--- src/design/qrv_pkg.sv ---
// shared widths and types for the quaternion vector rotation pipeline
`default_nettype none
package qrv_pkg;
  localparam int DataW  = 16;
  localparam int ProdW  = 32;
  localparam int SumW   = 34;
  localparam int WideW  = 50;
  localparam int NumW   = 53;
  localparam int DenW   = 33;
  localparam int DivW   = 34;
  localparam int RemW   = 56;
  localparam int QuotW  = 17;
  localparam int Steps  = 17;
  localparam int LaneLat = Steps + 1;

  typedef logic signed [DataW-1:0] data_t;
  typedef logic [QuotW-1:0] quot_t;

  typedef struct packed {
    logic neg;
    logic ovf;
  } lane_flags_t;
endpackage
`default_nettype wire

--- src/design/qrv_div_lane.sv ---
// pipelined rounding divider for one vector component, one quotient bit per stage
`default_nettype none
module qrv_div_lane
  import qrv_pkg::*;
(
  input  logic                   clk,
  input  logic                   en,
  input  logic signed [NumW-1:0] num,
  input  logic [DenW-1:0]        den,
  output quot_t                  quot,
  output lane_flags_t            flags
);
  logic [RemW-1:0] rem   [0:Steps];
  logic [DivW-1:0] dvs   [0:Steps];
  quot_t           qacc  [0:Steps];
  lane_flags_t     flg   [0:Steps];

  logic [RemW-1:0] rem_next  [0:Steps-1];
  quot_t           qacc_next [0:Steps-1];
  logic            ovf_chk;
  lane_flags_t     flg1_next;

  logic [NumW-1:0] mag;
  assign mag = num[NumW-1] ? NumW'(-num) : NumW'(num);

  // rounding numerator 2|num| + den over divisor 2 den
  always_ff @(posedge clk) begin
    if (en) begin
      rem[0]      <= RemW'({mag, 1'b0}) + RemW'(den);
      dvs[0]      <= {den, 1'b0};
      qacc[0]     <= '0;
      flg[0].neg  <= num[NumW-1];
      flg[0].ovf  <= 1'b0;
    end
  end

  // quotient beyond 17 bits always saturates
  assign ovf_chk = rem[0] >= (RemW'(dvs[0]) << Steps);

  always_comb begin
    flg1_next     = flg[0];
    flg1_next.ovf = flg[0].ovf | ovf_chk;
  end

  always_comb begin
    for (int j = 0; j < Steps; j++) begin
      if (rem[j] >= (RemW'(dvs[j]) << (Steps - 1 - j))) begin
        rem_next[j]  = rem[j] - (RemW'(dvs[j]) << (Steps - 1 - j));
        qacc_next[j] = qacc[j] | (QuotW'(1) << (Steps - 1 - j));
      end else begin
        rem_next[j]  = rem[j];
        qacc_next[j] = qacc[j];
      end
    end
  end

  always_ff @(posedge clk) begin
    if (en) begin
      for (int j = 0; j < Steps; j++) begin
        rem[j+1]  <= rem_next[j];
        qacc[j+1] <= qacc_next[j];
        dvs[j+1]  <= dvs[j];
      end
      flg[1] <= flg1_next;
      for (int j = 1; j < Steps; j++) begin
        flg[j+1] <= flg[j];
      end
    end
  end

  assign quot  = qacc[Steps];
  assign flags = flg[Steps];
endmodule
`default_nettype wire

--- config.mk ---
export PLATFORM = sky130hd
export DESIGN_NAME = qrv_div_lane
export DESIGN_NICKNAME = d
export VERILOG_FILES = /design/src/design/qrv_pkg.sv /design/src/design/qrv_div_lane.sv
export SDC_FILE = /design/constraint.sdc
export NUM_CORES = 2
export LEC_CHECK = 0
export BUFFER_PORTS_ARGS = -buffer_cell sky130_fd_sc_hd__buf_2
export CORE_MARGIN = 5
export CORE_UTILIZATION = 48
export CTS_BUF_LIST = sky130_fd_sc_hd__clkbuf_4 sky130_fd_sc_hd__clkbuf_8 sky130_fd_sc_hd__clkbuf_16
export CTS_CLUSTER_SIZE = 12
export DETAILED_ROUTE_END_ITERATION = 7
export SLEW_MARGIN = 0
export SYNTH_ARGS = -nofsm -noshare
export SYNTH_HDL_FRONTEND = slang
export SYNTH_SLANG_ARGS = --single-unit
--- constraint.sdc ---
create_clock -name clk -period 5.5 [get_ports clk]
set_input_delay 0.55 -clock clk [delete_from_list [all_inputs] [get_ports clk]]
set_output_delay 0.55 -clock clk [all_outputs]
set_load 0.02 [all_outputs]
==> flow_summary.json <==
{
  "status": "complete, no violations",
  "synth_simple_gate_area_share_pct": 11.8,
  "reg2reg_slack_ps": 620,
  "setup-violations-final": 0,
  "drt-pass1-iter-count": 7,
  "place_inst": 11315,
  "required_ps": 6080,
  "synth_top_family_by_area": "compound AO/OA/AOI/OAI gates",
  "critical_path.endpoint": "rem[15][53]$_DFFE_PP_",
  "total_power_uw": 53400,
  "worstPathArrival_ps": 5460,
  "maxCapViolCount": 0,
  "synth_seq_cells": 1683,
  "worst-setup-path-type": "reg2reg",
  "synth_cell_types": 88,
  "avgSynthCellArea_um2": 11.0,
  "worstSkewPairLatency_ps": 830,
  "switching_share_pct": 35.7,
  "pwr-share-comb_pct": 40.1,
  "fin_nets": 9630,
  "drc": 0,
  "ys_seq_area_share_pct": 53.0,
  "clkPwrFrac_pct": 22.6,
  "ioPinCount": 107,
  "path_cells": "inv_1 -> ha_1 -> fa_1 -> nor2b_1 -> o21a_1 -> o21a_1 -> o41ai_1 -> a211oi_1 -> o21ai_0 -> nand3_1 -> or4_1 -> or4_1 -> xnor2_1",
  "drv_slew": 0,
  "synth_fa_ha_area_share_pct": 8.58,
  "crit_path_end_kind": "flip-flop",
  "finClkSkew_ps": 24.9,
  "fin_setup_tns_ps": 0,
  "cts-root-buf": "clkbuf_16",
  "syn_area_mm2": 0.0954,
  "synthCells": 8690,
  "start_kind": "flip-flop",
  "finalWeightedCongestion": 1.02,
  "startpoint": "rem[14][3]$_DFFE_PP_",
  "syn_to_final_growth_pct": 11.0,
  "grt_pass1_wl_um": 350000,
  "r2r-end": "rem[15][53]$_DFFE_PP_",
  "overflow": 0,
  "initial_core_util_pct": 48.3,
  "wire_per_inst_um": 19.0,
  "p_sw_uw": 19100,
  "fin_crit_ps": 4880,
  "synth_top_area_share_pct": 53.0,
  "drt_wl_total_um": 222000,
  "first_global_vias": 67680,
  "antenna_found_initial": 2,
  "core_area_mm2": 0.197,
  "reg2reg_depth": 13,
  "crit_fanout": 11,
  "power.density_mw_per_mm2": 505,
  "max_stage_delay_ps": 810,
  "synth_fp_nets": 9422,
  "n_fill_cell": 17031,
  "rsz0062_at_grt": "no",
  "clkTransAtPathRegs_ps": 60,
  "synth_warnings": 0,
  "io_buffers": 106,
  "p_leak_uw": 0.0415,
  "gr-usage-all-layers_pct": 20.9,
  "die_x_um": 456,
  "synth_area_leaders": "edfxtp_1 53%, ha_1 8.2%, xnor2_1 3.9%, a21oi_1 3.8%, o21ai_0 2.9%",
  "rr_startpoint": "rem[14][3]$_DFFE_PP_",
  "drtIter0Drc": 2749,
  "die_y_um": 456,
  "grt_max_degree": 174,
  "worst-slew-pin-transition_ps": 1190,
  "synth-edff-count": 1683,
  "postRouteAntennaNets": 0,
  "synth_compound_area_share_pct": 15.1,
  "via_per_inst": 5.58,
  "htreeDepth": 4,
  "slew_headroom_pct": 19.4,
  "p_seq_share_pct": 37.3,
  "synth_top_flop_cell": "edfxtp_1",
  "final-instance-count-excl-fill": 11684,
  "ir_drop_mv": 0.354,
  "cts_num_sinks": 1683,
  "rows": 163,
  "period_share_pct": 88.7,
  "hold_class": "in2reg",
  "finalHoldViolations": 0,
  "numCtsBuffers": 187,
  "synthArstFlopShare_pct": 0,
  "synthXorXnorAreaFrac_pct": 6.80,
  "hpwl_um": 173000,
  "vias": 65209,
  "crit_slowest_cell": "o41ai_1",
  "fmax_mhz": 205,
  "die_area_mm2": 0.208,
  "synth_top_cell_by_area": "edfxtp_1",
  "synthMuxAreaShare_pct": 0.879,
  "clockBufferDepth": 3,
  "cts_tree": "built",
  "timing.hold.ws_ps": 160,
  "drive_gt1_share_pct": 7.26,
  "p_int_uw": 34300
}
[logic make-up (layout without fill, tap and decap cells)]
logic type                 after synthesis  count (layout)
xor gates and xnor gates               740             740
AOI/OAI and AO/OA                     2308            2308
DFF                                   1683            1683
adders and majority gates              644             644
muxes                                   75              75
other                                    1               3
and+or+nand+nor                       2292            2292
buffers and inverters                  947            1299
[routing by layer]
layer  part of all wire, %  GRT usage, %  wire length (um)
met4                   7.3          14.1             16200
met5                     0             0                 0
met1                    34          19.1             75300
met3                   2.7          2.44              6070
met2                    56          42.5            125000
[flip-flops by register name, indices dropped and copies added, names as in the netlist]
register,cells
dvs,544
rem,951
qacc,153
flg,35
[power by group through the flow]
| stage | combinational (uW) | sequential, uW | clock, uW |
|---|---|---|---|
| after global routing | 23700 | 20200 | 13000 |
| after floorplan | 16100 | 19500 | 0 |
| after global placement | 20800 | 20100 | 0 |
| after CTS | 21300 | 19900 | 12400 |
| after detailed placement | 21200 | 20100 | 0 |
| final | 21400 | 19900 | 12100 |
[worst min-delay path by stage]
| stage | from | end | slack, ps | cells after the start |
|---|---|---|---|---|
| detailed placement | qacc[9][16]$_DFFE_PP_ | qacc[10][16]$_DFFE_PP_ | 400 | 0 |
| floorplan | flg[9][0]$_DFFE_PP_ | flg[10][0]$_DFFE_PP_ | 400 | 0 |
| CTS | num[52] | flg[0][1]$_DFFE_PP_ | 70 | 1 |
| finish | en | flg[6][0]$_DFFE_PP_ | 160 | 1 |
| global route | num[52] | flg[0][1]$_DFFE_PP_ | 120 | 1 |
| global placement | flg[13][1]$_DFFE_PP_ | flg[14][1]$_DFFE_PP_ | 400 | 0 |
[cells in the mapped netlist (all sizes together) (110+ instances only)]
| cell type | count |
|---|---|
| nand3 | 163 |
| a21o | 355 |
| xnor2 | 421 |
| ha | 627 |
| xor2 | 319 |
| edfxtp | 1683 |
| nand2 | 614 |
| nand4 | 110 |
| nor3 | 164 |
| o21ai | 564 |
| a21oi | 715 |
| nor2 | 579 |
| inv | 723 |
| clkbuf | 196 |
[timing repair]
| item | 4_1_cts | 5_1_grt |
|---|---|---|
| hold buffers | 34 | 0 |
| gates resized for setup | 0 | 0 |
| hold endpoints to repair | 34 | 0 |
| buffers inserted | 0 | 0 |
[through the flow]
stage	utilization [%]	setup slack, ps	area, um2
final	53.6	619	106000
after global routing	53.6	440	106000
after CTS	53.6	703	106000
after detailed placement	50.4	274	99400
after global placement	50.4	236	99400
after floorplan	-	645	95400
[critical path: cells and delay by family, from the launching register on]
family	cells	cell delay [ps]
buffers and inverters	1	70
adders and majority gates	2	410
DFF	1	380
xor gates and xnor gates	1	140
and+or+nand+nor	4	1470
AOI/OAI and AO/OA	5	2170
[layout make-up]
class	count	area [um2]	area share [%]
clock inverter	100	945	0.893
sequential	1683	50500	47.8
antenna	2	5.00	0.00473
tap	2640	3300	3.12
inverter	726	2730	2.58
multi-input combinational	6060	41400	39.1
timing repair buffer	240	1820	1.72
clock buffer	233	5080	4.80
[placed cells by master, fill, tap and decap left out, types with 28 or more instances in the layout]
cell           count
edfxtp_1        1683
inv_1            721
a21oi_1          713
ha_1             627
nand2_1          614
nor2_1           577
o21ai_0          561
xnor2_1          421
a21o_1           355
xor2_1           319
clkbuf_16        190
nand3_1          163
nor3_1           162
nand4_1          110
buf_2            105
nand2b_1          98
nor4_1            94
o21a_1            89
buf_4             85
or3_1             79
nor2b_1           79
mux2_2            70
o21bai_1          65
o31ai_1           63
a211oi_1          62
a31oi_1           61
or4_1             57
clkinv_1          56
and3_1            51
clkbuf_4          43
or2_2             42
o211ai_1          41
and2_1            37
dlygate4sd3_1     34
a21boi_0          28
Power figures use the tool's default switching activity.
